<file path="config.mk">
export PLATFORM = sky130hd
export DESIGN_NAME = median_window_tds_converter
export DESIGN_NICKNAME = d
export VERILOG_FILES = /design/src/rtl/mwt_pkg.sv /design/src/rtl/mwt_queue.sv /design/src/rtl/mwt_window.sv /design/src/rtl/mwt_back.sv /design/src/rtl/median_window_tds_converter.sv
export SDC_FILE = /design/constraint.sdc
export NUM_CORES = 2
export LEC_CHECK = 0
export ABC_CLOCK_PERIOD_IN_PS = 9450
export BUFFER_PORTS_ARGS = -buffer_cell sky130_fd_sc_hd__buf_2
export CAP_MARGIN = 20
export CORE_MARGIN = 5
export CORE_UTILIZATION = 44
export DETAILED_ROUTE_END_ITERATION = 10
export PLACE_DENSITY_LB_ADDON = 0.25
export SKIP_LAST_GASP = 1
export SYNTH_ARGS = -nofsm -noshare
export SYNTH_HDL_FRONTEND = slang
export SYNTH_SLANG_ARGS = --single-unit
</file>
<file path="constraint.sdc">
create_clock -name clk -period 9.45 [get_ports clk]
set_input_delay 1.89 -clock clk [delete_from_list [all_inputs] [get_ports clk]]
set_output_delay 1.89 -clock clk [all_outputs]
set_load 0.1 [all_outputs]
</file>
<file path="src/rtl/mwt_pkg.sv">
// ----------------------------------------------------------------------------
// Median window converter package
// Shared sizes, item and control types, and fixed-point constants for the
// sliding-window median and dissolved-solids conversion.
// ----------------------------------------------------------------------------
package mwt_pkg;

  // Window geometry
  localparam int WINDOW_LEN = 30;
  localparam int IDX_W      = (WINDOW_LEN > 1) ? $clog2(WINDOW_LEN) : 1;
  localparam int CNT_W      = $clog2(WINDOW_LEN + 1);

  // Field widths
  localparam int SAMPLE_W    = 10;
  localparam int MED_W       = 10;
  localparam int TDS_W       = 17;
  localparam int IN_TDATA_W  = 16;
  localparam int OUT_TDATA_W = 32;

  // Queue between front and back
  localparam int QUEUE_DEPTH = 2;
  localparam int QPTR_W      = $clog2(QUEUE_DEPTH);
  localparam int QCNT_W      = $clog2(QUEUE_DEPTH + 1);

  // Cubic in the median count m, scaled so the result is
  //   floor(P / (5 * 2^29)),  P = m*(m*(C3*m - C2) + C1)
  localparam int ACC_W       = 51;
  localparam int OPB_W       = 40;
  localparam int DROP_SHIFT  = 29;
  localparam int DIVQ_W      = 20;
  localparam int RECIP_W     = 21;
  localparam int RECIP_SHIFT = 23;
  localparam int QUO_W       = DIVQ_W + RECIP_W;

  localparam logic signed [OPB_W-1:0] C3_K     = 40'sd333550;
  localparam logic signed [ACC_W-1:0] NEG_C2_K = -51'sd131000320;
  localparam logic signed [ACC_W-1:0] C1_K     = 51'sd89903857664;
  // ceil(2^23 / 5): exact divide by five for 20-bit values
  localparam logic [RECIP_W-1:0]      RECIP_K  = 21'd1677722;

  typedef enum logic [0:0] {
    OP_STORE   = 1'b0,
    OP_COMPUTE = 1'b1
  } op_kind_t;

  typedef struct packed {
    op_kind_t              kind;
    logic [SAMPLE_W-1:0]   sample;
  } item_t;

  typedef struct packed {
    logic                  store;
    logic                  start;
    logic [SAMPLE_W-1:0]   sample;
  } win_cmd_t;

  typedef struct packed {
    logic                  done;
    logic [MED_W-1:0]      median;
  } win_stat_t;

endpackage

</file>
<file path="src/rtl/mwt_queue.sv">
// ----------------------------------------------------------------------------
// Item queue
// Short FIFO between the accepting front and the executing back part.
// ----------------------------------------------------------------------------
module mwt_queue
  import mwt_pkg::*;
(
  input  logic  clk,
  input  logic  rst_n,
  input  logic  push_valid,
  output logic  push_ready,
  input  item_t push_item,
  output logic  pop_valid,
  input  logic  pop,
  output item_t pop_item
);

  item_t             slot_r [QUEUE_DEPTH];
  logic [QPTR_W-1:0] wr_ptr_r;
  logic [QPTR_W-1:0] rd_ptr_r;
  logic [QCNT_W-1:0] count_r;
  logic              do_push;
  logic              do_pop;

  assign push_ready = (count_r != QCNT_W'(QUEUE_DEPTH));
  assign pop_valid  = (count_r != '0);
  assign pop_item   = slot_r[rd_ptr_r];
  assign do_push    = push_valid && push_ready;
  assign do_pop     = pop && pop_valid;

  always_ff @(posedge clk) begin
    if (do_push) begin
      slot_r[wr_ptr_r] <= push_item;
    end
  end

  always_ff @(posedge clk) begin
    if (!rst_n) begin
      wr_ptr_r <= '0;
      rd_ptr_r <= '0;
      count_r  <= '0;
    end else begin
      if (do_push) begin
        wr_ptr_r <= (wr_ptr_r == QPTR_W'(QUEUE_DEPTH - 1)) ? '0 : wr_ptr_r + 1'b1;
      end
      if (do_pop) begin
        rd_ptr_r <= (rd_ptr_r == QPTR_W'(QUEUE_DEPTH - 1)) ? '0 : rd_ptr_r + 1'b1;
      end
      if (do_push && !do_pop) begin
        count_r <= count_r + 1'b1;
      end else if (do_pop && !do_push) begin
        count_r <= count_r - 1'b1;
      end
    end
  end

endmodule

</file>
<file path="src/rtl/mwt_window.sv">
// ----------------------------------------------------------------------------
// Sample window and rank selector
// Ring window of converter samples with one rank-count cell per entry; a
// compute sweep broadcasts each entry to all cells, then picks the two
// middle ranks and averages them.
// ----------------------------------------------------------------------------
module mwt_window
  import mwt_pkg::*;
(
  input  logic      clk,
  input  logic      rst_n,
  input  win_cmd_t  cmd,
  output win_stat_t stat
);

  localparam logic [CNT_W-1:0] K_LO = CNT_W'((WINDOW_LEN - 1) / 2);
  localparam logic [CNT_W-1:0] K_HI = CNT_W'(WINDOW_LEN / 2);

  typedef enum logic [1:0] {
    W_IDLE,
    W_COUNT,
    W_FLAG,
    W_SELECT
  } win_state_t;

  win_state_t          state_r;
  logic [SAMPLE_W-1:0] win_r    [WINDOW_LEN];
  logic [IDX_W-1:0]    slot_r;
  logic [IDX_W-1:0]    sweep_r;
  logic [CNT_W-1:0]    lt_r     [WINDOW_LEN];
  logic [CNT_W-1:0]    le_r     [WINDOW_LEN];
  logic [WINDOW_LEN-1:0] sel_lo_r;
  logic [WINDOW_LEN-1:0] sel_hi_r;
  logic [MED_W-1:0]    median_r;
  logic                done_r;
  logic [SAMPLE_W-1:0] bcast;
  logic [SAMPLE_W-1:0] lo_val;
  logic [SAMPLE_W-1:0] hi_val;
  logic [SAMPLE_W:0]   mid_sum;

  assign bcast   = win_r[sweep_r];
  assign mid_sum = {1'b0, lo_val} + {1'b0, hi_val};
  assign stat    = '{done: done_r, median: median_r};

  // All entries of one rank hold the same value, so an OR picks it out.
  always_comb begin
    lo_val = '0;
    hi_val = '0;
    for (int i = 0; i < WINDOW_LEN; i++) begin
      lo_val = lo_val | (win_r[i] & {SAMPLE_W{sel_lo_r[i]}});
      hi_val = hi_val | (win_r[i] & {SAMPLE_W{sel_hi_r[i]}});
    end
  end

  always_ff @(posedge clk) begin
    if (!rst_n) begin
      for (int i = 0; i < WINDOW_LEN; i++) begin
        win_r[i] <= '0;
      end
      slot_r <= '0;
    end else if (cmd.store) begin
      win_r[slot_r] <= cmd.sample;
      slot_r <= (slot_r >= IDX_W'(WINDOW_LEN - 1)) ? '0 : slot_r + 1'b1;
    end
  end

  always_ff @(posedge clk) begin
    if (!rst_n) begin
      state_r  <= W_IDLE;
      sweep_r  <= '0;
      done_r   <= 1'b0;
      median_r <= '0;
    end else begin
      done_r <= (state_r == W_SELECT);
      unique case (state_r)
        W_IDLE: begin
          if (cmd.start) begin
            for (int i = 0; i < WINDOW_LEN; i++) begin
              lt_r[i] <= '0;
              le_r[i] <= '0;
            end
            sweep_r <= '0;
            state_r <= W_COUNT;
          end
        end
        W_COUNT: begin
          // each cell counts entries below and at-or-below its own value
          for (int i = 0; i < WINDOW_LEN; i++) begin
            lt_r[i] <= lt_r[i] + CNT_W'(bcast < win_r[i]);
            le_r[i] <= le_r[i] + CNT_W'(bcast <= win_r[i]);
          end
          if (sweep_r == IDX_W'(WINDOW_LEN - 1)) begin
            state_r <= W_FLAG;
          end else begin
            sweep_r <= sweep_r + 1'b1;
          end
        end
        W_FLAG: begin
          for (int i = 0; i < WINDOW_LEN; i++) begin
            sel_lo_r[i] <= (lt_r[i] <= K_LO) && (le_r[i] > K_LO);
            sel_hi_r[i] <= (lt_r[i] <= K_HI) && (le_r[i] > K_HI);
          end
          state_r <= W_SELECT;
        end
        W_SELECT: begin
          median_r <= mid_sum[SAMPLE_W:1];
          state_r  <= W_IDLE;
        end
        default: begin
          state_r <= W_IDLE;
        end
      endcase
    end
  end

endmodule

</file>
<file path="src/rtl/mwt_back.sv">
// ----------------------------------------------------------------------------
// Execution sequencer
// Takes items from the queue, drives the window, evaluates the cubic with
// one shared multiply-accumulate, holds the result and fills the output
// register.
// ----------------------------------------------------------------------------
module mwt_back
  import mwt_pkg::*;
(
  input  logic                   clk,
  input  logic                   rst_n,
  input  logic                   q_valid,
  input  item_t                  q_item,
  output logic                   q_pop,
  output win_cmd_t               win_cmd,
  input  win_stat_t              win_stat,
  output logic                   out_tvalid,
  input  logic                   out_tready,
  output logic [OUT_TDATA_W-1:0] out_tdata
);

  localparam int PAD_W = OUT_TDATA_W - TDS_W - MED_W;

  typedef enum logic [2:0] {
    B_IDLE,
    B_WAIT,
    B_MAC0,
    B_MAC1,
    B_MAC2,
    B_RECIP,
    B_SCALE,
    B_OUT
  } back_state_t;

  back_state_t              state_r;
  logic [MED_W-1:0]         med_r;
  logic signed [ACC_W-1:0]  acc_r;
  logic [QUO_W-1:0]         quo_r;
  logic [TDS_W-1:0]         held_tds_r;
  logic [MED_W-1:0]         held_med_r;
  logic                     out_tvalid_r;
  logic [OUT_TDATA_W-1:0]   out_tdata_r;

  logic signed [OPB_W-1:0]  mul_b;
  logic signed [ACC_W-1:0]  addend;
  logic signed [ACC_W-1:0]  mul_p;
  logic signed [ACC_W-1:0]  acc_nxt;
  logic [DIVQ_W-1:0]        div_in;
  logic [TDS_W:0]           quo_top;
  logic [TDS_W-1:0]         tds_sat;
  logic                     take;

  assign take    = (state_r == B_IDLE) && q_valid;
  assign q_pop   = take;
  assign win_cmd = '{store:  take && (q_item.kind == OP_STORE),
                     start:  take && (q_item.kind == OP_COMPUTE),
                     sample: q_item.sample};

  // Horner steps: C3*m - C2, then m*a + C1, then m*b
  always_comb begin
    unique case (state_r)
      B_MAC0: begin
        mul_b  = C3_K;
        addend = NEG_C2_K;
      end
      B_MAC1: begin
        mul_b  = $signed(acc_r[OPB_W-1:0]);
        addend = C1_K;
      end
      default: begin
        mul_b  = $signed(acc_r[OPB_W-1:0]);
        addend = '0;
      end
    endcase
  end

  assign mul_p   = $signed({1'b0, med_r}) * mul_b;
  assign acc_nxt = mul_p + addend;
  assign div_in  = acc_r[DROP_SHIFT + DIVQ_W - 1 -: DIVQ_W];
  assign quo_top = quo_r[QUO_W-1 -: TDS_W + 1];
  assign tds_sat = quo_top[TDS_W] ? {TDS_W{1'b1}} : quo_top[TDS_W-1:0];

  assign out_tvalid = out_tvalid_r;
  assign out_tdata  = out_tdata_r;

  always_ff @(posedge clk) begin
    if (!rst_n) begin
      state_r      <= B_IDLE;
      held_tds_r   <= '0;
      held_med_r   <= '0;
      out_tvalid_r <= 1'b0;
    end else begin
      // drop the valid once taken, unless a new item is loaded below
      if (out_tready && (state_r != B_OUT)) begin
        out_tvalid_r <= 1'b0;
      end
      unique case (state_r)
        B_IDLE: begin
          if (q_valid) begin
            state_r <= (q_item.kind == OP_COMPUTE) ? B_WAIT : B_OUT;
          end
        end
        B_WAIT: begin
          if (win_stat.done) begin
            med_r   <= win_stat.median;
            state_r <= B_MAC0;
          end
        end
        B_MAC0: begin
          acc_r   <= acc_nxt;
          state_r <= B_MAC1;
        end
        B_MAC1: begin
          acc_r   <= acc_nxt;
          state_r <= B_MAC2;
        end
        B_MAC2: begin
          acc_r   <= acc_nxt;
          state_r <= B_RECIP;
        end
        B_RECIP: begin
          quo_r   <= div_in * RECIP_K;
          state_r <= B_SCALE;
        end
        B_SCALE: begin
          held_tds_r <= tds_sat;
          held_med_r <= med_r;
          state_r    <= B_OUT;
        end
        B_OUT: begin
          // hold until the output register is free
          if (!out_tvalid_r || out_tready) begin
            out_tdata_r  <= {{PAD_W{1'b0}}, held_med_r, held_tds_r};
            out_tvalid_r <= 1'b1;
            state_r      <= B_IDLE;
          end
        end
        default: begin
          state_r <= B_IDLE;
        end
      endcase
    end
  end

endmodule

</file>
<file path="src/rtl/median_window_tds_converter.sv">
// ----------------------------------------------------------------------------
// Median window dissolved-solids converter
// Keeps a ring window of converter samples and turns the window median into
// a dissolved-solids value in 1/16 ppm.
//
// Input stream: in_tuser[0] is the op (0 store sample, 1 compute), in_tdata
// carries the 10-bit sample. Every item returns one result on the output
// stream: the held value and the median it came from.
// A store item writes the sample into the next window slot; its result
// passes through the back part's B_OUT state into the output register.
// A compute item sweeps all WINDOW_LEN entries through per-entry rank
// counters (one entry per cycle), selects and averages the middle ranks, then
// runs three multiply-accumulate steps on one shared multiplier and a
// reciprocal scaling on a separate multiplier.
// The rank sweep sets the compute time; items are carried out one at a time.
// A two-item queue lets the input keep accepting while the back part works.
// Reset clears the window to zeros, the write slot, and the held value and
// median. A stalled output holds its result in the output register; the back
// part then waits and the queue fills before in_tready drops.
// ----------------------------------------------------------------------------
module median_window_tds_converter
  import mwt_pkg::*;
(
  input  logic                   clk,
  input  logic                   rst_n,
  input  logic                   in_tvalid,
  output logic                   in_tready,
  input  logic [IN_TDATA_W-1:0]  in_tdata,   // [9:0] sample, [15:10] zero
  input  logic                   in_tuser,   // [0] op
  output logic                   out_tvalid,
  input  logic                   out_tready,
  output logic [OUT_TDATA_W-1:0] out_tdata   // [16:0] tds_sixteenths,
                                             // [26:17] median_count, [31:27] zero
);

  item_t     in_item;
  item_t     q_item;
  logic      q_valid;
  logic      q_pop;
  win_cmd_t  win_cmd;
  win_stat_t win_stat;

  // classify the incoming item
  assign in_item = '{kind:   op_kind_t'(in_tuser),
                     sample: in_tdata[SAMPLE_W-1:0]};

  mwt_queue u_queue (
    .clk        (clk),
    .rst_n      (rst_n),
    .push_valid (in_tvalid),
    .push_ready (in_tready),
    .push_item  (in_item),
    .pop_valid  (q_valid),
    .pop        (q_pop),
    .pop_item   (q_item)
  );

  mwt_window u_window (
    .clk   (clk),
    .rst_n (rst_n),
    .cmd   (win_cmd),
    .stat  (win_stat)
  );

  mwt_back u_back (
    .clk        (clk),
    .rst_n      (rst_n),
    .q_valid    (q_valid),
    .q_item     (q_item),
    .q_pop      (q_pop),
    .win_cmd    (win_cmd),
    .win_stat   (win_stat),
    .out_tvalid (out_tvalid),
    .out_tready (out_tready),
    .out_tdata  (out_tdata)
  );

endmodule
</file>
==> key figures <==
Setup path
  • R2R depth: 24
  • Crit path top cell by count: fa_1
  • Flop-to-flop setup slack: around 1600 ps
  • RR Startpoint: u_back.state_r[1]
  • Buf/Inv on CP: 4
  • CP max FO: 56
  • Crit start category: flip-flop
  • Critical Path, Cell by Cell: nor2b_1, nand2b_4, inv_1, buf_4, nor2_1, nor2b_1, fa_1, fa_1, inv_1, fa_1, fa_1, inv_1, fa_1, ha_1, a21oi_1, nor2_1, a31oi_1, o211ai_1, o21a_1, a21o_1, a31oi_2, o31ai_1, o22a_1, xor2_1
  • CP delay by family, top: adder cells
  • Nature of the critical path endpoint: flip-flop
  • Crit Path Category: flip-flop to flip-flop
  • Arrival @ worst endpoint: 8250 ps
  • Worst R2R End: u_back.acc_r[47]
  • CP max stage delay: 580 ps
  • Crit-path slowest cell: fa_1
  • Worst Path Required: 9890 ps

Routing
  • Detail Route met3 WL: around 23000 um
  • Pre-antenna DRT Iters: 7
  • Final wirelength: 237000 um
  • Metal2 WL: 104000 um
  • Residual DRC: 0
  • Vias post-DR: 51118
  • Top layer in use: met5
  • Drt first-iter violations: around 5500
  • Via-to-Cell Ratio: 6.03
  • WL met1: 95100 um
  • Final ANT Viol Nets: 0
  • DR WL/cell: 28.0 um

Clock network
  • Clock Sinks: just under 900
  • CTS tree: built
  • Post-CTS setup buffer count: 0
  • Clock slew at reported path FFs: ~50 ps
  • CTS Buf Count: 100
  • Cts hold-fix bufs: 0
  • Clock latency at the later pin of the worst-skew pair: 760 ps
  • CTS max path bufs: 3
  • H-tree Lvls: 3
  • CTS root buf: clkbuf_16
  • CTS resizes: 0

Global routing
  • First-pass GRT wire length: 348000 um
  • Global route overflow: 0
  • Initial antenna violation count: 14
  • Largest net degree at the start of global routing: 141
  • GR Util All Layers: 28.2%
  • Vias in the first global route: 51322

STA
  • RSZ-0062 raised after global routing: false
  • Min cycle time layout: 7810 ps
  • Final Hold Viols: 0
  • Final setup TNS: 0 ps
  • Fin. max-slew vios: 0
  • Hold Slack: 387 ps
  • Slew HR: 21.0%
  • Setup Viol. Count Final: 0
  • Crit share post-route: 82.6%
  • Fmax: 128 MHz
  • Final setup margin: 1640 ps
  • Clock Skew: between 70 and 80 ps
  • Slew @ Worst Pin: 1150 ps

Yosys
  • Async set or reset register ratio after synthesis: 0%
  • Register area share after synthesis: 36.7%
  • Yosys warns: 0
  • Synth Cell Area: approximately 0.069 mm2
  • FF+latch count, synth: 870
  • Syn Inst Count: 6388
  • Most used DFF post-synth: edfxtp_1
  • Number of distinct library cells after synthesis: 75
  • Post-synth EDFFs: 806
  • Syn avg cell area: around 11 um2

Placement
  • DP Cell Count: slightly above 8000
  • GPL Wtd Cong: 1.07
  • Post-DP HPWL: 174000 um
  • Dpl ws: 1620 ps
  • Port Buffers: 43

Cells and area
  • Layout cell share with drive strength beyond 1: 7.14%
  • Most common cell after layout, fill and taps aside: inv_1
  • Commonest non-fill, non-tap cells in the layout: 910 x inv_1, 806 x edfxtp_1, 758 x ha_1, 642 x nor2_1, 491 x fa_1
  • Area Growth Syn to Fin: 8.49%
  • Fin nets: between 7000 and 8000
  • Post-Layout Cell Count: around 8500
  • Layout fillers: 14220

Min path
  • Hold/Removal Path Class: flip-flop to flip-flop
  • Min-delay src: u_window.median_r[4]
  • Hold Path Sink: u_back.med_r[4]
  • WHS Path Cells: 0

Die
  • # rows: 145
  • Chip width: 407 um
  • Die H: around 400 um
  • Core Region: 0.157 mm2
  • Die area: 0.166 mm2
  • Initial Utilization: between 40 and 50%
  • I/O pin cnt: 55

Job
  • Max_cap viols: 0

Outcome
  • Status: complete, no violations
worst max-delay path by stage:
stage	start	end	slack (ps)	cells after the start
6_report	u_back.state_r[1]	u_back.acc_r[47]	1640	24
5_1_grt	u_back.state_r[1]	u_back.acc_r[36]	1080	24
4_1_cts	u_back.state_r[1]	u_back.acc_r[36]	1600	24
3_5_place_dp	u_back.state_r[1]	u_back.acc_r[36]	1620	24
3_3_place_gp	u_back.state_r[1]	u_back.acc_r[36]	1700	24
2_1_floorplan	u_back.state_r[2]	u_back.acc_r[46]	2350	23
flip-flops by register name, summed over array words and instances, names as in the netlist, 2 cells and up, named ones only:
name,cells
u_back.held_med_r,10
u_queue.count_r,2
u_window.sweep_r,5
u_window.median_r,10
u_back.held_tds_r,17
u_window.lt_r,150
u_back.med_r,10
u_window.le_r,150
u_window.state_r,2
u_queue.slot_r,22
u_window.win_r,320
u_back.out_tdata,27
u_back.state_r,3
u_window.sel_lo_r,30
u_back.quo_r,18
u_window.slot_r,5
u_window.sel_hi_r,30
u_back.acc_r,49
Yosys cell counts, types with 7 or more instances:
cell type | count | area share, %
a211oi_1 | 17 | 0.18
a41o_1 | 39 | 0.56
or4_1 | 16 | 0.17
clkbuf_1 | 275 | 1.5
a21o_1 | 119 | 1.3
mux2_2 | 9 | 0.15
dfxtp_1 | 64 | 1.8
mux4_2 | 100 | 3.2
nand2b_1 | 21 | 0.19
a21boi_0 | 17 | 0.18
or2_2 | 8 | 0.072
nor2b_1 | 185 | 1.7
inv_1 | 910 | 4.9
o211ai_1 | 7 | 0.076
nor3_1 | 45 | 0.32
nor3b_1 | 21 | 0.23
o21a_1 | 67 | 0.72
xor2_1 | 145 | 1.8
nand4_1 | 109 | 0.98
nand2_1 | 200 | 1.1
mux2i_1 | 17 | 0.25
a22oi_1 | 262 | 2.8
buf_1 | 27 | 0.15
nand3_1 | 234 | 1.7
ha_1 | 759 | 14
o21ai_0 | 90 | 0.65
a21oi_1 | 103 | 0.74
fa_1 | 491 | 14
xnor2_1 | 119 | 1.5
and2_1 | 24 | 0.22
a31oi_1 | 9 | 0.081
a41oi_1 | 31 | 0.39
o21bai_1 | 9 | 0.097
a22o_1 | 19 | 0.24
nor2_1 | 643 | 3.5
and3_1 | 254 | 2.3
edfxtp_1 | 806 | 35
a2111oi_0 | 17 | 0.21
a221oi_1 | 22 | 0.28
a31o_2 | 19 | 0.24
worst reg2reg max path, stage by stage (launching register included):
cell and delay [ps]:
dfxtp_1 490, nor2b_1 360, nand2b_4 360, inv_1 150, buf_4 430, nor2_1 370, nor2b_1 220, fa_1 460
fa_1 510, inv_1 70, fa_1 530, fa_1 580, inv_1 70, fa_1 490, ha_1 380, a21oi_1 210
nor2_1 60, a31oi_1 260, o211ai_1 190, o21a_1 240, a21o_1 250, a31oi_2 340, o31ai_1 160, o22a_1 240
xor2_1 140
routing by layer:
metal | GRT usage [%] | up-vias
li1 | - | 22249
met1 | 37.1 | 25679
met2 | 44.2 | 2470
met3 | 6.74 | 718
met4 | 13.4 | 2
met5 | 0 | -
final cells by class:
cell class              instances  area, um2  share of cell area, %
multi-input cells            4305      39600                   52.5
flip-flops and latches        870      25500                   33.9
inverters                     910       3420                   4.54
clock buffers                 128       2690                   3.57
well taps                    2058       2570                   3.42
repair buffers                148       1050                   1.40
clock inverters                53        513                  0.681
diodes                          6       15.0                 0.0199
logic make-up (layout without fill, tap and decap cells):
kind of cell    Yosys count  in the layout  synth area share, %
compound gates          881            881                 9.25
xor+xnor                264            264                 3.33
fa+ha+maj              1250           1250                 27.8
buf+inv                1217           1239                 6.61
flops                   870            870                 36.7
mux                     126            126                 3.64
other cells               1             11              0.00540
simple gates           1779           1779                 12.6
through the flow:
| stage | instance area [um2] | utilization, % |
|---|---|---|
| after CTS | 75300 | 48.1 |
| after global placement | 72000 | 46.0 |
| after floorplan | 69400 | - |
| after global routing | 75300 | 48.1 |
| final | 75300 | 48.1 |
| after detailed placement | 72100 | 46.0 |
Power is left out: the tool's default activity adds up to more than one toggle a clock period on the data nets, which glitch-free logic cannot reach.
